## src/rtl/kvl_pkg.sv

```systemverilog
// Shared types, character constants and result codes for the key/value text lexer.
// No dependencies; every other file of the block imports this package.
`timescale 1ns / 1ps
`default_nettype none

package kvl_pkg;

    localparam int DEF_MAX_DEPTH = 64;

    // Results one document byte can cause, and the widths that follow
    localparam int MAX_RES = 4;
    localparam int RES_IW  = $clog2(MAX_RES);
    localparam int CNT_W   = $clog2(MAX_RES + 1);

    localparam logic [7:0] CH_LBRACE = 8'h7B;
    localparam logic [7:0] CH_RBRACE = 8'h7D;
    localparam logic [7:0] CH_QUOTE  = 8'h22;
    localparam logic [7:0] CH_SLASH  = 8'h2F;
    localparam logic [7:0] CH_BSLASH = 8'h5C;
    localparam logic [7:0] CH_N      = 8'h6E;
    localparam logic [7:0] CH_T      = 8'h74;
    localparam logic [7:0] CH_LF     = 8'h0A;
    localparam logic [7:0] CH_TAB    = 8'h09;
    localparam logic [7:0] CH_SPACE  = 8'h20;
    localparam logic [7:0] CH_CR     = 8'h0D;

    typedef enum logic [2:0] {
        KIND_BYTE  = 3'd0,
        KIND_KEY   = 3'd1,
        KIND_VALUE = 3'd2,
        KIND_OPEN  = 3'd3,
        KIND_CLOSE = 3'd4,
        KIND_DONE  = 3'd5,
        KIND_ERROR = 3'd6
    } kind_t;

    typedef enum logic [2:0] {
        ERR_NONE       = 3'd0,
        ERR_UNTERM     = 3'd1,
        ERR_NO_VALUE   = 3'd2,
        ERR_NO_CLOSE   = 3'd3,
        ERR_BAD_CLOSE  = 3'd4,
        ERR_TOO_DEEP   = 3'd5
    } err_t;

    typedef enum logic [2:0] {
        MODE_BETWEEN = 3'd0,
        MODE_COMMENT = 3'd1,
        MODE_SLASH   = 3'd2,
        MODE_BARE    = 3'd3,
        MODE_QUOTED  = 3'd4,
        MODE_ESCAPE  = 3'd5
    } mode_t;

    typedef struct packed {
        logic [7:0] text_byte;
        logic       end_of_doc;
    } kvl_in_t;

    typedef struct packed {
        kind_t      kind;
        logic [7:0] data_byte;
        logic [6:0] nest_level;
        err_t       error_code;
        logic       run_last;
    } kvl_result_t;

    // All results of one byte, in order, with their count
    typedef struct packed {
        logic [CNT_W-1:0]                count;
        kvl_result_t [MAX_RES-1:0]       res;
    } kvl_batch_t;

    function automatic logic is_space(input logic [7:0] c);
        return (c == CH_SPACE) || ((c >= CH_TAB) && (c <= CH_CR));
    endfunction

endpackage

`default_nettype wire

```

## src/rtl/kvl_lex_core.sv

```systemverilog
// Lexer state and the per-byte step logic: one byte in, up to MAX_RES results out.
// Depends on kvl_pkg.
`timescale 1ns / 1ps
`default_nettype none

module kvl_lex_core
    import kvl_pkg::*;
#(
    parameter int MAX_DEPTH = DEF_MAX_DEPTH
) (
    input  wire logic       aclk,
    input  wire logic       aresetn,
    input  wire logic       step_en,
    input  wire kvl_in_t    in_item,
    output kvl_batch_t      batch
);

    localparam int DW = $clog2(MAX_DEPTH + 1);

    typedef struct packed {
        mode_t                     mode;
        logic                      expv;
        logic [DW-1:0]             depth;
        logic [1:0]                qlen;
        logic [7:0]                first;
        logic                      failed;
        logic [CNT_W-1:0]          n;
        kvl_result_t [MAX_RES-1:0] r;
    } ctx_t;

    mode_t         mode_reg,   mode_next;
    logic          expv_reg,   expv_next;
    logic [DW-1:0] depth_reg,  depth_next;
    logic [1:0]    qlen_reg,   qlen_next;
    logic [7:0]    first_reg,  first_next;
    logic          failed_reg, failed_next;

    function automatic ctx_t emit(input ctx_t c, input kind_t k, input logic [7:0] d,
                                  input err_t e);
        ctx_t          o;
        kvl_result_t   x;
        logic [DW+6:0] wide;
        o    = c;
        wide = {7'd0, c.depth};
        if (c.n < CNT_W'(MAX_RES)) begin
            x.kind       = k;
            x.data_byte  = d;
            x.nest_level = wide[6:0];
            x.error_code = e;
            x.run_last   = 1'b0;
            o.r[c.n[RES_IW-1:0]] = x;
            o.n = c.n + CNT_W'(1);
        end
        return o;
    endfunction

    function automatic ctx_t fail(input ctx_t c, input err_t e);
        ctx_t o;
        o        = emit(c, KIND_ERROR, 8'd0, e);
        o.failed = 1'b1;
        return o;
    endfunction

    // single: the token is the one byte ch, not yet emitted
    function automatic ctx_t finish(input ctx_t c, input logic single, input logic [7:0] ch);
        ctx_t o;
        o = c;
        if (!o.expv) begin
            if (single && ch == CH_RBRACE) begin
                if (o.depth == '0) begin
                    o = fail(o, ERR_BAD_CLOSE);
                end else begin
                    o.depth = o.depth - DW'(1);
                    o = emit(o, KIND_CLOSE, 8'd0, ERR_NONE);
                end
            end else begin
                if (single) o = emit(o, KIND_BYTE, ch, ERR_NONE);
                o = emit(o, KIND_KEY, 8'd0, ERR_NONE);
                o.expv = 1'b1;
            end
        end else begin
            if (single && ch == CH_RBRACE) begin
                o = fail(o, ERR_NO_VALUE);
            end else if (single && ch == CH_LBRACE) begin
                if (o.depth >= DW'(MAX_DEPTH)) begin
                    o = fail(o, ERR_TOO_DEEP);
                end else begin
                    o.depth = o.depth + DW'(1);
                    o = emit(o, KIND_OPEN, 8'd0, ERR_NONE);
                    o.expv = 1'b0;
                end
            end else begin
                if (single) o = emit(o, KIND_BYTE, ch, ERR_NONE);
                o = emit(o, KIND_VALUE, 8'd0, ERR_NONE);
                o.expv = 1'b0;
            end
        end
        return o;
    endfunction

    // First quoted byte is held back until a second one shows the token is not a brace
    function automatic ctx_t add_quoted(input ctx_t c, input logic [7:0] ch);
        ctx_t o;
        o = c;
        if (o.qlen == 2'd0) begin
            o.first = ch;
            o.qlen  = 2'd1;
        end else if (o.qlen == 2'd1) begin
            o = emit(o, KIND_BYTE, o.first, ERR_NONE);
            o = emit(o, KIND_BYTE, ch, ERR_NONE);
            o.qlen = 2'd2;
        end else begin
            o = emit(o, KIND_BYTE, ch, ERR_NONE);
        end
        return o;
    endfunction

    function automatic ctx_t bare_byte(input ctx_t c, input logic [7:0] ch);
        ctx_t o;
        o = c;
        if (ch == CH_LBRACE || ch == CH_RBRACE) begin
            o = finish(o, 1'b0, 8'd0);
            o.mode = MODE_BETWEEN;
            if (!o.failed) o = finish(o, 1'b1, ch);
        end else if (is_space(ch)) begin
            o = finish(o, 1'b0, 8'd0);
            o.mode = MODE_BETWEEN;
        end else begin
            o = emit(o, KIND_BYTE, ch, ERR_NONE);
        end
        return o;
    endfunction

    function automatic ctx_t between(input ctx_t c, input logic [7:0] ch);
        ctx_t o;
        o = c;
        if (is_space(ch)) begin
            o.mode = MODE_BETWEEN;
        end else if (ch == CH_LBRACE || ch == CH_RBRACE) begin
            o = finish(o, 1'b1, ch);
        end else if (ch == CH_QUOTE) begin
            o.mode  = MODE_QUOTED;
            o.qlen  = 2'd0;
            o.first = 8'd0;
        end else if (ch == CH_SLASH) begin
            o.mode = MODE_SLASH;
        end else begin
            o = emit(o, KIND_BYTE, ch, ERR_NONE);
            o.mode = MODE_BARE;
        end
        return o;
    endfunction

    function automatic ctx_t end_document(input ctx_t c);
        ctx_t o;
        o = c;
        if (o.mode == MODE_QUOTED || o.mode == MODE_ESCAPE) begin
            o = fail(o, o.expv ? ERR_NO_VALUE : ERR_UNTERM);
        end else begin
            if (o.mode == MODE_SLASH) begin
                o = emit(o, KIND_BYTE, CH_SLASH, ERR_NONE);
                o = finish(o, 1'b0, 8'd0);
            end else if (o.mode == MODE_BARE) begin
                o = finish(o, 1'b0, 8'd0);
            end
            if (!o.failed) begin
                if (o.expv)              o = fail(o, ERR_NO_VALUE);
                else if (o.depth != '0)  o = fail(o, ERR_NO_CLOSE);
                else                     o = emit(o, KIND_DONE, 8'd0, ERR_NONE);
            end
        end
        return o;
    endfunction

    always_comb begin
        ctx_t             c;
        logic [7:0]       ch;
        logic [CNT_W-1:0] last_n;
        ch       = in_item.text_byte;
        c.mode   = mode_reg;
        c.expv   = expv_reg;
        c.depth  = depth_reg;
        c.qlen   = qlen_reg;
        c.first  = first_reg;
        c.failed = failed_reg;
        c.n      = '0;
        c.r      = '0;
        if (!c.failed) begin
            unique case (c.mode)
                MODE_COMMENT: begin
                    if (ch == CH_LF) c.mode = MODE_BETWEEN;
                end
                MODE_SLASH: begin
                    if (ch == CH_SLASH) begin
                        c.mode = MODE_COMMENT;
                    end else begin
                        c = emit(c, KIND_BYTE, CH_SLASH, ERR_NONE);
                        c.mode = MODE_BARE;
                        c = bare_byte(c, ch);
                    end
                end
                MODE_BARE: c = bare_byte(c, ch);
                MODE_QUOTED: begin
                    if (ch == CH_QUOTE) begin
                        c.mode  = MODE_BETWEEN;
                        c       = finish(c, c.qlen == 2'd1, c.first);
                        c.qlen  = 2'd0;
                        c.first = 8'd0;
                    end else if (ch == CH_BSLASH) begin
                        c.mode = MODE_ESCAPE;
                    end else begin
                        c = add_quoted(c, ch);
                    end
                end
                MODE_ESCAPE: begin
                    c.mode = MODE_QUOTED;
                    c = add_quoted(c, (ch == CH_N) ? CH_LF : ((ch == CH_T) ? CH_TAB : ch));
                end
                MODE_BETWEEN: c = between(c, ch);
                default:      c = between(c, ch);
            endcase
            if (in_item.end_of_doc && !c.failed) c = end_document(c);
        end
        last_n = c.n - CNT_W'(1);
        if (c.n != '0) c.r[last_n[RES_IW-1:0]].run_last = 1'b1;

        batch.count = c.n;
        batch.res   = c.r;

        if (in_item.end_of_doc) begin
            mode_next   = MODE_BETWEEN;
            expv_next   = 1'b0;
            depth_next  = '0;
            qlen_next   = 2'd0;
            first_next  = 8'd0;
            failed_next = 1'b0;
        end else begin
            mode_next   = c.mode;
            expv_next   = c.expv;
            depth_next  = c.depth;
            qlen_next   = c.qlen;
            first_next  = c.first;
            failed_next = c.failed;
        end
    end

    always_ff @(posedge aclk) begin
        if (!aresetn) begin
            mode_reg   <= MODE_BETWEEN;
            expv_reg   <= 1'b0;
            depth_reg  <= '0;
            qlen_reg   <= 2'd0;
            first_reg  <= 8'd0;
            failed_reg <= 1'b0;
        end else if (step_en) begin
            mode_reg   <= mode_next;
            expv_reg   <= expv_next;
            depth_reg  <= depth_next;
            qlen_reg   <= qlen_next;
            first_reg  <= first_next;
            failed_reg <= failed_next;
        end
    end

endmodule

`default_nettype wire

```

## src/rtl/keyvalue_text_lexer.sv

```systemverilog
// Top level of the key/value text lexer: input register, lexer core, result buffer.
// Depends on kvl_pkg and kvl_lex_core.
//
// Use:
//   s_valid/s_ready/s_data carry document bytes, one item per byte; end_of_doc
//   marks the final byte. m_valid/m_ready/m_data carry result items (token
//   bytes, key/value ends, open/close, done or error); run_last marks the
//   last result of one input byte. A byte may give no results at all.
// Order: a taken byte waits in the input register until the result buffer is
//   empty or its last item leaves; then it is stepped and its results buffered.
// Throughput: one byte per cycle while m_ready is high and each byte gives at
//   most one result. A byte with more results holds the next step while the buffer
//   drains at most one item per cycle; the next byte waits in the input register.
// Stall: while m_ready is low the current result holds and one further byte is
//   still taken into the input register; s_ready then drops.
// Reset: aresetn, synchronous, active low; clears lexer state, empties both
//   the input register and the result buffer. Lexer state also returns to
//   reset after every end-of-document byte.
`timescale 1ns / 1ps
`default_nettype none

module keyvalue_text_lexer
    import kvl_pkg::*;
#(
    parameter int MAX_DEPTH = DEF_MAX_DEPTH
) (
    input  wire logic         aclk,
    input  wire logic         aresetn,
    input  wire logic         s_valid,
    output logic              s_ready,
    input  wire kvl_in_t      s_data,
    output logic              m_valid,
    input  wire logic         m_ready,
    output kvl_result_t       m_data
);

    // input register
    logic                      in_valid_reg;
    kvl_in_t                   in_data_reg;

    // result buffer: all results of the last stepped byte, read out in order
    kvl_result_t [MAX_RES-1:0] buf_reg;
    logic [CNT_W-1:0]          rem_reg;
    logic [RES_IW-1:0]         ptr_reg;

    kvl_batch_t                batch;
    logic                      m_fire;
    logic                      step;

    assign m_valid = (rem_reg != '0);
    assign m_data  = buf_reg[ptr_reg];
    assign m_fire  = m_valid && m_ready;

    // step once the buffer is empty or its last item leaves this cycle
    assign step    = in_valid_reg && ((rem_reg == '0) || ((rem_reg == CNT_W'(1)) && m_fire));
    assign s_ready = !in_valid_reg || step;

    kvl_lex_core #(
        .MAX_DEPTH (MAX_DEPTH)
    ) u_core (
        .aclk    (aclk),
        .aresetn (aresetn),
        .step_en (step),
        .in_item (in_data_reg),
        .batch   (batch)
    );

    always_ff @(posedge aclk) begin
        if (!aresetn) begin
            in_valid_reg <= 1'b0;
        end else if (s_valid && s_ready) begin
            in_valid_reg <= 1'b1;
        end else if (step) begin
            in_valid_reg <= 1'b0;
        end
    end

    always_ff @(posedge aclk) begin
        if (s_valid && s_ready) begin
            in_data_reg <= s_data;
        end
    end

    always_ff @(posedge aclk) begin
        if (!aresetn) begin
            rem_reg <= '0;
            ptr_reg <= '0;
        end else if (step) begin
            rem_reg <= batch.count;
            ptr_reg <= '0;
        end else if (m_fire) begin
            rem_reg <= rem_reg - CNT_W'(1);
            ptr_reg <= ptr_reg + RES_IW'(1);
        end
    end

    always_ff @(posedge aclk) begin
        if (step) begin
            buf_reg <= batch.res;
        end
    end

`ifndef ASSERT_OFF
    // buffer never claims more items than one byte can cause
    a_rem_bound: assert property (@(posedge aclk) disable iff (!aresetn)
        rem_reg <= CNT_W'(MAX_RES))
        else $error("result buffer count out of range");

    // a step never overwrites results still waiting
    a_step_safe: assert property (@(posedge aclk) disable iff (!aresetn)
        step |-> ((rem_reg == '0) || m_fire))
        else $error("lexer step over undelivered results");

    // run_last marks exactly the final buffered result
    a_run_last: assert property (@(posedge aclk) disable iff (!aresetn)
        m_valid |-> (m_data.run_last == (rem_reg == CNT_W'(1))))
        else $error("run_last out of step with result buffer");

    // a byte taken while the buffer still holds results must wait in the input register
    a_hold_input: assert property (@(posedge aclk) disable iff (!aresetn)
        (in_valid_reg && !step) |=> in_valid_reg)
        else $error("input item lost before its step");
`endif

endmodule

`default_nettype wire
```

## config.mk

```make
export PLATFORM = sky130hd
export DESIGN_NAME = keyvalue_text_lexer
export DESIGN_NICKNAME = d
export VERILOG_FILES = /design/src/rtl/kvl_pkg.sv /design/src/rtl/kvl_lex_core.sv /design/src/rtl/keyvalue_text_lexer.sv
export SDC_FILE = /design/constraint.sdc
export NUM_CORES = 1
export LEC_CHECK = 0
export ABC_CLOCK_PERIOD_IN_PS = 5530
export BUFFER_PORTS_ARGS = -buffer_cell sky130_fd_sc_hd__buf_2
export CORE_MARGIN = 4
export CORE_UTILIZATION = 37
export DETAILED_ROUTE_END_ITERATION = 7
export SKIP_CTS_REPAIR_TIMING = 1
export SYNTH_ARGS = -nofsm -noshare
export SYNTH_HDL_FRONTEND = slang
export SYNTH_SLANG_ARGS = --single-unit
export TNS_END_PERCENT = 1
```

## constraint.sdc

```tcl
create_clock -name aclk -period 5.53 [get_ports aclk]
set_input_delay 1.106 -clock aclk [delete_from_list [all_inputs] [get_ports aclk]]
set_output_delay 1.106 -clock aclk [all_outputs]
set_load 0.05 [all_outputs]
```

# Word level (Yosys, flattened, before mapping)
# Cells that the tools add are included.
dict set report op_classes {
  mux 294
  addsub 27
  eq_ne 23
  bitwise 1
  order_cmp 62
  n_reduce_logical 48
}
# op n
set op_table {}
lappend op_table {{$mux 113} 90}
lappend op_table {{$mux 91} 40}
lappend op_table {{$bwmux 88} 37}
lappend op_table {{$mux 110} 23}
lappend op_table {{$demux 22 s2} 19}
lappend op_table {{$mux 22} 30}
lappend op_table {{$pmux 110 s6} 1}
lappend op_table {{$mux 109} 4}
lappend op_table {{$mux 89} 4}
lappend op_table {{$mux 102} 3}
lappend op_table {{$mux 92} 3}
lappend op_table {{$mux 112} 1}
lappend op_table {{$mux 88} 1}
lappend op_table {{$mux 3} 21}
lappend op_table {{$lt 2x3->1 const B} 20}
lappend op_table {{$eq 8x7->1 const B} 7}
lappend op_table {{$add 3x1->3 const B} 18}
lappend op_table {{$lt 3x3->1 const B} 18}
lappend op_table {{$bmux 22 s2} 1}
lappend op_table {{$ge 2x1->1 const B} 19}
lappend op_table {{$mux 10} 3}
lappend op_table {{$logic_and 1x1->1} 27}
lappend op_table {{$eq 8x6->1 const B} 3}
lappend op_table {{$mux 8} 3}
lappend op_table {{other kinds (30)} 59}
dict set report word_totals {
  inputBits 13
  out_inout_bits 24
  ff_bits 125
  word_cells 486
}

# Logic depth before layout (Yosys ltp)
# Gate-level depths: netlist of the first run.
dict set report depth {
  ltp_word 83
  depth_mapped 23
  mapped_depth_nobuf 20
}

# Cells and area by module
# From an unflattened synthesis of the first run, not the netlist that was laid out.
dict set report unflattened {
  cells_unflattened 1306
  area_unflattened_um2 11233.3
}
# module n_inst area_each_um2 cells_per_inst seq_area_each_um2
set modules_own_cells {}
lappend modules_own_cells {kvl_lex_core 1 7407.1 1136 440.4}
lappend modules_own_cells {keyvalue_text_lexer 1 3826.2 170 3032.9}

# Least setup slack after synthesis of the first run
# OpenSTA, ideal clock, no wires.
dict set report synth_timing {
  path_kind {in2reg}
  from {in m_ready}
  to {reg u_core.depth_reg[0]}
  t_required_ns 5.408
  stages 8
  path_buffers 1
  arrival_time_ns 4.910
  setup_time_ns 0.122
  slack_ns 0.497
  cell_sequence {a21oi_1 > nor2_1 > nand2_1 > inv_1 > clkbuf_1 > o21ai_1 > a22oi_1 > nor2b_1}
}
dict set report synth_via {
  elab_chain_len 5
}
# element line
set synth_lines {}
lappend synth_lines {{from (decl)} keyvalue_text_lexer.sv:33} ;# input wire logic m_ready,
lappend synth_lines {{$logic_and 1x1->1} keyvalue_text_lexer.sv:52} ;# assign m_fire = m_valid && m_ready;
lappend synth_lines {{$logic_and 1x1->1} keyvalue_text_lexer.sv:55} ;# assign step = in_valid_reg && ((rem_reg == '0) || ((rem_reg == CNT_W'(1)) && m_fire));
lappend synth_lines {{$logic_or 1x1->1} keyvalue_text_lexer.sv:55}
lappend synth_lines {{$logic_and 1x1->1} keyvalue_text_lexer.sv:55}
lappend synth_lines {{via step} keyvalue_text_lexer.sv:48} ;# logic step;
lappend synth_lines {{$reduce_and 2->1 (no source line)} n/a}
lappend synth_lines {{to (signal assigned)} kvl_lex_core.sv:258} ;# depth_reg <= depth_next;
lappend synth_lines {{to (decl)} kvl_lex_core.sv:33} ;# logic [DW-1:0] depth_reg, depth_next;
# The timed path passes the listed nets, and every way through them passes these cells.
# A chain may end at the register's enable or synchronous reset.

# Worst setup path in the final report of the first run
dict set report layout_timing {
  from {reg in_data_reg[5] in the netlist's numbering}
  to {reg buf_reg[15] in the netlist's numbering (data pin)}
}
dict set report layout_via {
  elab_chain_len 43
  elab_cells_between_ends 202
  classes_between {4 x add/sub; 11 x order compare; 13 x eq/ne; 163 x mux; 11 x reduce/logical}
}
# element line
set layout_lines {}
lappend layout_lines {{from (decl)} keyvalue_text_lexer.sv:39} ;# kvl_in_t in_data_reg;
lappend layout_lines {{from (signal assigned)} keyvalue_text_lexer.sv:80} ;# in_data_reg <= s_data;
lappend layout_lines {{$bwmux 88} kvl_lex_core.sv:51} ;# o.r[c.n[RES_IW-1:0]] = x;
lappend layout_lines {{$mux 91} kvl_lex_core.sv:45} ;# if (c.n < CNT_W'(MAX_RES)) begin
lappend layout_lines {{$mux 113} kvl_lex_core.sv:84} ;# end else if (single && ch == CH_LBRACE) begin
lappend layout_lines {{$mux 113} kvl_lex_core.sv:82} ;# if (single && ch == CH_RBRACE) begin
lappend layout_lines {{$mux 113} kvl_lex_core.sv:68} ;# if (!o.expv) begin
lappend layout_lines {{$mux 113} kvl_lex_core.sv:124} ;# if (!o.failed) o = finish(o, 1'b1, ch);
lappend layout_lines {{$mux 113} kvl_lex_core.sv:121} ;# if (ch == CH_LBRACE || ch == CH_RBRACE) begin
lappend layout_lines {{$mux 113} kvl_lex_core.sv:194} ;# if (ch == CH_SLASH) begin
lappend layout_lines {{[... 27 more ...]} n/a}
lappend layout_lines {{$mux 92} kvl_lex_core.sv:168} ;# else if (o.depth != '0) o = fail(o, ERR_NO_CLOSE);
lappend layout_lines {{$mux 110} kvl_lex_core.sv:167} ;# if (o.expv) o = fail(o, ERR_NO_VALUE);
lappend layout_lines {{$mux 110} kvl_lex_core.sv:166} ;# if (!o.failed) begin
lappend layout_lines {{$mux 113} kvl_lex_core.sv:157} ;# if (o.mode == MODE_QUOTED || o.mode == MODE_ESCAPE) begin
lappend layout_lines {{$mux 113 (*)} kvl_lex_core.sv:222} ;# if (in_item.end_of_doc && !c.failed) c = end_document(c);
lappend layout_lines {{$mux 113 (*)} kvl_lex_core.sv:188} ;# if (!c.failed) begin
lappend layout_lines {{parallel branches: the longest is 1 deep, another holds $sub 2x1->2} n/a}
lappend layout_lines {{$mux 88 (*)} kvl_lex_core.sv:225} ;# if (c.n != '0) c.r[last_n[RES_IW-1:0]].run_last = 1'b1;
lappend layout_lines {{to (signal assigned)} keyvalue_text_lexer.sv:99} ;# buf_reg <= batch.res;
lappend layout_lines {{to (decl)} keyvalue_text_lexer.sv:42} ;# kvl_result_t [MAX_RES-1:0] buf_reg;
# Every way passes the cells marked *. The select of a mux whose other input is x is not followed.

==> results.toml, run 1 <==
[outcome]
outcome = "completed"

[yosys]
synth-main-ff-cell = "sky130_fd_sc_hd__edfxtp_1"
synth_top_cells_by_count = "133 x sky130_fd_sc_hd__nor2_1, 117 x sky130_fd_sc_hd__nand2_1, 109 x sky130_fd_sc_hd__o21ai_0"
netlist_instances = 1220
ys_async_sr_fraction = 0
synthesis.area_per_instance_sq_um = 8.26
ys_seq_area_frac = 0.321
cell_type_with_the_highest_aggregate_area_in_the_netlist = "sky130_fd_sc_hd__edfxtp_1"
yosys.cell_types.count = 104
synth-seq-cells = 117
syn_nets = 1252
number_of_synthesized_flops_with_an_enable_pin = 89
ys_top_cells_by_area = "sky130_fd_sc_hd__edfxtp_1 27%, sky130_fd_sc_hd__dfxtp_1 5.6%, sky130_fd_sc_hd__o21ai_0 5.4%"
yosys.cell_count.top_type = "sky130_fd_sc_hd__nor2_1"
mappedNetlistArea_sq_mm = 0.0101
yosys.area.top_type_share = 0.265
yosysWarningCount = 0

[critical_path]
path_buf_inv = 4
r2r-start = "in_data_reg[5]"
timing_worst_setup_path_type = "flop to flop"
crit_fanout = 12
crit_top_cell = "sky130_fd_sc_hd__ha_1"
critical_path.slowest_cell = "sky130_fd_sc_hd__or3_1"
reg2reg_to = "buf_reg[15]"
crit_arrival_ns = 5.15
critical_path.startpoint = "in_data_reg[5]"
timing.critical_path.cells = "or3_1, nor4_4, nor4_1, o21ai_0, o2111ai_1, ha_1, nand2_1, inv_1, ha_1, or3_1, a31o_2, inv_1, buf_4, ha_1, nand2_2, a311oi_2, buf_4, or2_1, nor2_1"
rr_worst_depth = 19
worst_ep_required_time_ns = 5.67
end_kind = "flop"
startpoint_type = "flop"
setup.reg_to_reg.worst_slack_ns = 0.52
worst_path_dominant_cell_family = "simple AND/OR/NAND/NOR gates"
critPathMaxStageDelay_ns = 0.64

[floorplanning]
num_io_pins = 37
die_width_um = 173
floorplan.die.height_um = 173
initial_core_util = 0.375
floorplan.core_area_sq_mm = 0.0269
placementRows = 60
floorplan.die_area_sq_mm = 0.0299

[routing]
detailroute.via_count = 10901
dr.pass1.iters = 6
detail_route.wl_per_cell_um = 27.7
via_per_inst = 6.59
detail_route.wirelength_um = 45900
detailedRoute.firstIterationViolations = 1529
drt.antenna.violating_nets = 0
drcViolationCount = 0

[clock_network]
cts_tree = "yes"
clock_latency_ns = 0.43
htree_num_levels = 4
clock_tree.buffer_depth = 2
root_buffer_master = "sky130_fd_sc_hd__clkbuf_16"
clkTransAtPathRegs_ns = 0.07
cts_sinks = 117
number_of_buffers_created_by_cts = 17

[final_layout]
post_route_cells_drive_above_1_share = 0.199
syn2layout_area_growth_pct = 17.1
nNetsFinal = 1333
finish.cell_count_without_fillers = 1655
diodes = 0
fillerInstances = 2711
largest_register_ff_count = 80

[timing]
period_share = 0.906
slew_headroom = 0.199
hold_viol = 0
max_slew.worst_pin.slew_ns = 1.20
final_period_minus_worst_setup_slack_ns = 5.01
grt_setup_unrepaired = "false"
fmax_mhz = 200
finClkSkew_ns = 0.0148
fin_setup_tns_ns = 0
slew_violations = 0
finalSetupViolCount = 0
worst_hold_margin_ns = 0.561

[power]
static-leakage-power_nw = 4.21
ir_drop_mv = 0.196
total_power_per_unit_cell_area_mw_per_mm2 = 375

[grt]
first_global_vias = 10282
grt_first_pass_wirelength_um = 68400
grt_max_degree = 52
gr-usage-all-layers = 0.297
antenna_violations_before_repair = 1
globalRoute.totalOverflow = 0

[placed_design]
numPortBuffers = 36
cell_count_post_placement = 1623
hpwl_um = 34600
routabilityCongestion = 1.02

[worst_hold_path]
hold-path-cell-count = 2
hold_worst_path_end = "rem_reg[1]"
min_delay_src = "rem_reg[1]"
hold_class = "flop to flop"

[run]
timing.max_cap.violations = 0
report_power, final:
group          total [mW]  switching (mW)  internal (mW)
Sequential           1.26           0.119           1.15
Clock                1.17           0.497          0.676
Combinational        1.98            1.29          0.692
metal layers:
layer,global-route usage,up-vias,wire length (um)
li1,-,4832,-
met1,0.415,5295,19600
met2,0.460,677,20500
met3,0.0684,95,4500
met4,0.0901,2,1350
met5,0,-,13
cells in the final DEF (no fill, tap or decap), types with 6 or more instances in the layout:
cell	synthesis	layout
sky130_fd_sc_hd__a32oi_1	7	7
sky130_fd_sc_hd__nand4b_1	8	8
sky130_fd_sc_hd__a21o_1	8	8
sky130_fd_sc_hd__clkbuf_16	0	17
sky130_fd_sc_hd__mux4_2	18	18
sky130_fd_sc_hd__nand2b_1	16	16
sky130_fd_sc_hd__o221ai_1	6	6
sky130_fd_sc_hd__o22ai_1	11	10
sky130_fd_sc_hd__o2111ai_1	8	8
sky130_fd_sc_hd__a211oi_1	25	25
sky130_fd_sc_hd__a21boi_0	12	12
sky130_fd_sc_hd__a221oi_1	8	8
sky130_fd_sc_hd__a22oi_1	23	23
sky130_fd_sc_hd__nor2_1	133	133
sky130_fd_sc_hd__buf_2	25	36
sky130_fd_sc_hd__nor3_1	37	36
sky130_fd_sc_hd__inv_1	28	27
sky130_fd_sc_hd__and2_1	16	16
sky130_fd_sc_hd__nand4_1	13	13
sky130_fd_sc_hd__nand2_1	117	117
sky130_fd_sc_hd__and3_1	7	7
sky130_fd_sc_hd__a21oi_1	90	90
sky130_fd_sc_hd__and4b_1	8	8
sky130_fd_sc_hd__buf_4	4	122
sky130_fd_sc_hd__xnor2_1	7	7
sky130_fd_sc_hd__o31ai_1	6	6
sky130_fd_sc_hd__o211ai_1	11	11
sky130_fd_sc_hd__nor4_1	8	8
sky130_fd_sc_hd__a31oi_1	22	22
sky130_fd_sc_hd__dfxtp_1	28	25
sky130_fd_sc_hd__a22o_1	12	12
sky130_fd_sc_hd__nand3_1	40	40
sky130_fd_sc_hd__nor2b_1	22	22
sky130_fd_sc_hd__ha_1	19	19
sky130_fd_sc_hd__mux2i_1	15	15
sky130_fd_sc_hd__o21ai_0	109	109
sky130_fd_sc_hd__edfxtp_1	89	89
worst register-to-register path, cell delays in order (launching register included):
cell                        delay (ns)
sky130_fd_sc_hd__edfxtp_1         0.56
sky130_fd_sc_hd__or3_1            0.65
sky130_fd_sc_hd__nor4_4           0.48
sky130_fd_sc_hd__nor4_1           0.11
sky130_fd_sc_hd__o21ai_0          0.20
sky130_fd_sc_hd__o2111ai_1        0.20
sky130_fd_sc_hd__ha_1             0.32
sky130_fd_sc_hd__nand2_1          0.08
sky130_fd_sc_hd__inv_1            0.07
sky130_fd_sc_hd__ha_1             0.27
sky130_fd_sc_hd__or3_1            0.37
sky130_fd_sc_hd__a31o_2           0.28
sky130_fd_sc_hd__inv_1            0.08
sky130_fd_sc_hd__buf_4            0.10
sky130_fd_sc_hd__ha_1             0.16
sky130_fd_sc_hd__nand2_2          0.08
sky130_fd_sc_hd__a311oi_2         0.23
sky130_fd_sc_hd__buf_4            0.19
sky130_fd_sc_hd__or2_1            0.22
sky130_fd_sc_hd__nor2_1           0.08
stage by stage:
stage	utilization	setup WS [ns]	instance area (sq um)	power, mW
final	0.439	0.518	11800	4.42
after global placement	0.417	0.628	11200	3.22
after global routing	0.439	0.224	11800	4.61
after floorplan	-	0.497	10100	2.55
after CTS	0.439	0.587	11800	4.39
after detailed placement	0.417	0.607	11200	3.23
logic make-up (layout without fill, tap and decap cells):
logic type | Yosys count | after routing | synth area share
buffers and inverters | 129 | 223 | 0.0549
DFF | 117 | 117 | 0.321
AOI/OAI and AO/OA | 434 | 434 | 0.294
other | 1 | 1 | 0.000372
xor gates and xnor gates | 11 | 11 | 0.00956
and+or+nand+nor | 474 | 474 | 0.239
muxes | 35 | 35 | 0.0577
adders and majority gates | 19 | 19 | 0.0236
how the worst max path moves through the flow:
stage                                endpoint  slack [ns]  cells past startpoint
after global routing              buf_reg[14]        0.22                     21
after detailed placement          buf_reg[76]        0.61                     19
final                             buf_reg[15]        0.52                     19
after floorplan           u_core.depth_reg[0]        0.50                      8
after CTS                         buf_reg[76]        0.59                     19
after global placement            buf_reg[76]        0.63                     19
area by class of cell:
type                       instances  area (sq um)  share of cell area
multi-input combinational        974          6300               0.534
inverter                          32           121              0.0103
timing repair buffer             159          1120              0.0946
tap                              341           427              0.0362
sequential                       117          3240               0.274
clock inverter                    15           168              0.0142
clock buffer                      17           425              0.0361
Note: power is estimated with default switching activity, not from simulation.
==> run 2, diff against run 1 <==
--- a/config.mk
+++ b/config.mk
@@ -5,6 +5,7 @@
 export SDC_FILE = /design/constraint.sdc
 export NUM_CORES = 1
 export LEC_CHECK = 0
+export ABC_AREA = 1
 export ABC_CLOCK_PERIOD_IN_PS = 5530
 export BUFFER_PORTS_ARGS = -buffer_cell sky130_fd_sc_hd__buf_2
 export CORE_MARGIN = 4
==> run 2 against run 1 <==
Compared with the run above: global-route usage is 2.8 points lower; synthesized cell count up 31%; non-clock buffer count shrank 107; synthesized area increased by 5.6%; sequential power grew 5%; hold slack worse by 0.076 ns; combinational power is 43% higher; sequential share of layout area increased by 0.38 points; largest cell class unchanged.
==> results.toml, run 2 <==
[outcome]
outcome = "completed"

[clock_network]
cts_tree = "yes"
clock_tree.buffer_depth = 2
clock_latency_ns = 0.44
clkTransAtPathRegs_ns = 0.06
root_buffer_master = "sky130_fd_sc_hd__clkbuf_16"
cts_sinks = 117
number_of_buffers_created_by_cts = 17
htree_num_levels = 4

[floorplanning]
floorplan.die.height_um = 178
initial_core_util = 0.379
floorplan.die_area_sq_mm = 0.0315
die_width_um = 178
placementRows = 61
num_io_pins = 37
floorplan.core_area_sq_mm = 0.0281

[yosys]
synth_top_cells_by_count = "378 x sky130_fd_sc_hd__nand2_1, 200 x sky130_fd_sc_hd__nor2_1, 137 x sky130_fd_sc_hd__inv_1"
synth_adder_area_share = 0.0223
yosysWarningCount = 0
synthesis.area_per_instance_sq_um = 6.64
post_synth_mux_area_share = 0.000940
number_of_synthesized_flops_with_an_enable_pin = 89
yosys.cell_count.top_type = "sky130_fd_sc_hd__nand2_1"
synth-seq-cells = 117
synth_top_family_by_area = "simple AND/OR/NAND/NOR gates"
post_synth_xor_area_fraction = 0.00646
ys_async_sr_fraction = 0
yosys.cell_types.count = 64
synth-main-ff-cell = "sky130_fd_sc_hd__edfxtp_1"
mappedNetlistArea_sq_mm = 0.0106
synthSimpleGateAreaFrac = 0.324
ys_seq_area_frac = 0.304
netlist_instances = 1603
ys_top_cells_by_area = "sky130_fd_sc_hd__edfxtp_1 25%, sky130_fd_sc_hd__nand2_1 13%, sky130_fd_sc_hd__nor2_1 7.1%"
synth_compound_area_frac = 0.247
yosys.area.top_type_share = 0.251
cell_type_with_the_highest_aggregate_area_in_the_netlist = "sky130_fd_sc_hd__edfxtp_1"
syn_nets = 1635

[run]
timing.max_cap.violations = 0

[final_layout]
nNetsFinal = 1627
syn2layout_area_growth_pct = 9.22
final_cell_mix = "378 x sky130_fd_sc_hd__nand2_1, 199 x sky130_fd_sc_hd__nor2_1, 137 x sky130_fd_sc_hd__inv_1"
multi_input_area_sq_mm = 0.00641
diodes = 0
seqCellArea_sq_mm = 0.00323
fillerInstances = 3057
post_route_cells_drive_above_1_share = 0.118
largest_register_ff_count = 80
layout_commonest_cell = "sky130_fd_sc_hd__nand2_1"

[timing]
final_period_minus_worst_setup_slack_ns = 4.92
fmax_mhz = 203
slew_violations = 0
grt_setup_unrepaired = "false"
fin_setup_tns_ns = 0
finClkSkew_ns = 0.0214
finalSetupViolCount = 0
max_slew.worst_pin.slew_ns = 1.10
slew_headroom = 0.266
hold_viol = 0
period_share = 0.890

[grt]
gr-usage-all-layers = 0.269
grt_max_degree = 86
antenna_violations_before_repair = 0
grt_first_pass_wirelength_um = 65400
globalRoute.totalOverflow = 0
first_global_vias = 10735

[critical_path]
worst_ep_required_time_ns = 5.69
startpoint_type = "flop"
path_buf_inv = 5
end_kind = "flop"
crit_top_cell = "sky130_fd_sc_hd__nand2_1"
crit_arrival_ns = 5.08
timing_worst_setup_path_type = "flop to flop"
worst_path_dominant_cell_family = "simple AND/OR/NAND/NOR gates"
timing.critical_path.cells = "inv_1, nand2_1, nor2_2, nand2_2, clkinv_2, nor3_1, nor2_1, nand2_1, nor2_1, nand2_1, ha_1, nand2_1, inv_1, ha_1, nand2_1, nand4_1, nand3_1, inv_1, ha_1, nand2_2, inv_2, a2111oi_0"
critical_path.slowest_cell = "sky130_fd_sc_hd__a2111oi_0"
critPathMaxStageDelay_ns = 0.50
crit_fanout = 30

[placed_design]
routabilityCongestion = 0.973
hpwl_um = 31300
numPortBuffers = 36

[routing]
via_per_inst = 5.91
drt.antenna.violating_nets = 0
drcViolationCount = 0
detail_route.wl_per_cell_um = 21.5
dr.pass1.iters = 6
detailedRoute.firstIterationViolations = 1697
detailroute.via_count = 11746
detail_route.wirelength_um = 42600

[power]
finalPower_mw = 5.29
ir_drop_mv = 0.179
total_power_per_unit_cell_area_mw_per_mm2 = 455
static-leakage-power_nw = 4.67

[worst_hold_path]
hold_class = "flop to flop"
[run 2: area by class of cell]
cell class	count	area share
multi-input cells	1238	0.551
inverters	169	0.0547
repair buffers	52	0.0258
well taps	378	0.0407
clock inverters	15	0.0129
clock buffers	17	0.0366
flip-flops and latches	117	0.278
[run 2: worst paths after layout]
kind                  startpoint          end  slack, ns  cells after the start
setup / recovery  in_data_reg[7]  buf_reg[56]       0.61                     22
hold / removal        rem_reg[1]   rem_reg[1]       0.48                      2
setup reg to reg  in_data_reg[7]  buf_reg[56]       0.61                     22
hold reg to reg       rem_reg[1]   rem_reg[1]       0.48                      2
[run 2: routing by layer]
metal | vias to the layer above | share of wire | global-route usage
li1 | 5499 | - | -
met1 | 5504 | 0.44 | 0.391
met2 | 667 | 0.44 | 0.413
met3 | 76 | 0.096 | 0.0432
met4 | 0 | 0.026 | 0.0725
met5 | - | 0 | 0
[run 2: worst reg2reg max path, cell delays in order, from the launching register on]
cell and delay, ns:
sky130_fd_sc_hd__edfxtp_1 0.48, sky130_fd_sc_hd__inv_1 0.21, sky130_fd_sc_hd__nand2_1 0.11, sky130_fd_sc_hd__nor2_2 0.15
sky130_fd_sc_hd__nand2_2 0.26, sky130_fd_sc_hd__clkinv_2 0.42, sky130_fd_sc_hd__nor3_1 0.12, sky130_fd_sc_hd__nor2_1 0.26
sky130_fd_sc_hd__nand2_1 0.14, sky130_fd_sc_hd__nor2_1 0.14, sky130_fd_sc_hd__nand2_1 0.12, sky130_fd_sc_hd__ha_1 0.29
sky130_fd_sc_hd__nand2_1 0.13, sky130_fd_sc_hd__inv_1 0.11, sky130_fd_sc_hd__ha_1 0.28, sky130_fd_sc_hd__nand2_1 0.07
sky130_fd_sc_hd__nand4_1 0.09, sky130_fd_sc_hd__nand3_1 0.16, sky130_fd_sc_hd__inv_1 0.09, sky130_fd_sc_hd__ha_1 0.19
sky130_fd_sc_hd__nand2_2 0.24, sky130_fd_sc_hd__inv_2 0.12, sky130_fd_sc_hd__a2111oi_0 0.50
[run 2: report_power, final]
| group | switching (mW) | internal, mW |
|---|---|---|
| Sequential | 0.0931 | 1.23 |
| Clock | 0.499 | 0.632 |
| Combinational | 2.13 | 0.707 |
[run 2: cell families after synthesis]
logic type	after synthesis
flip-flops	117
multiplexers	1
adder cells (fa/ha/maj)	19
XOR/XNOR	7
buffers and inverters	248
AO/OA/AOI/OAI	434
other	1
AND/OR/NAND/NOR	776
[run 2: per-stage QoR]
stage	hold WS [ns]	worst slack (ns)	std cells	cell area [sq um]	utilization
2_1_floorplan	0.452	0.735	1603	10600	-
3_3_place_gp	0.475	0.807	1954	11000	0.393
3_5_place_dp	0.476	0.621	1954	11000	0.393
4_1_cts	0.488	0.593	1986	11600	0.414
5_1_grt	0.522	0.0750	1986	11600	0.414
6_report	0.485	0.607	1986	11600	0.414
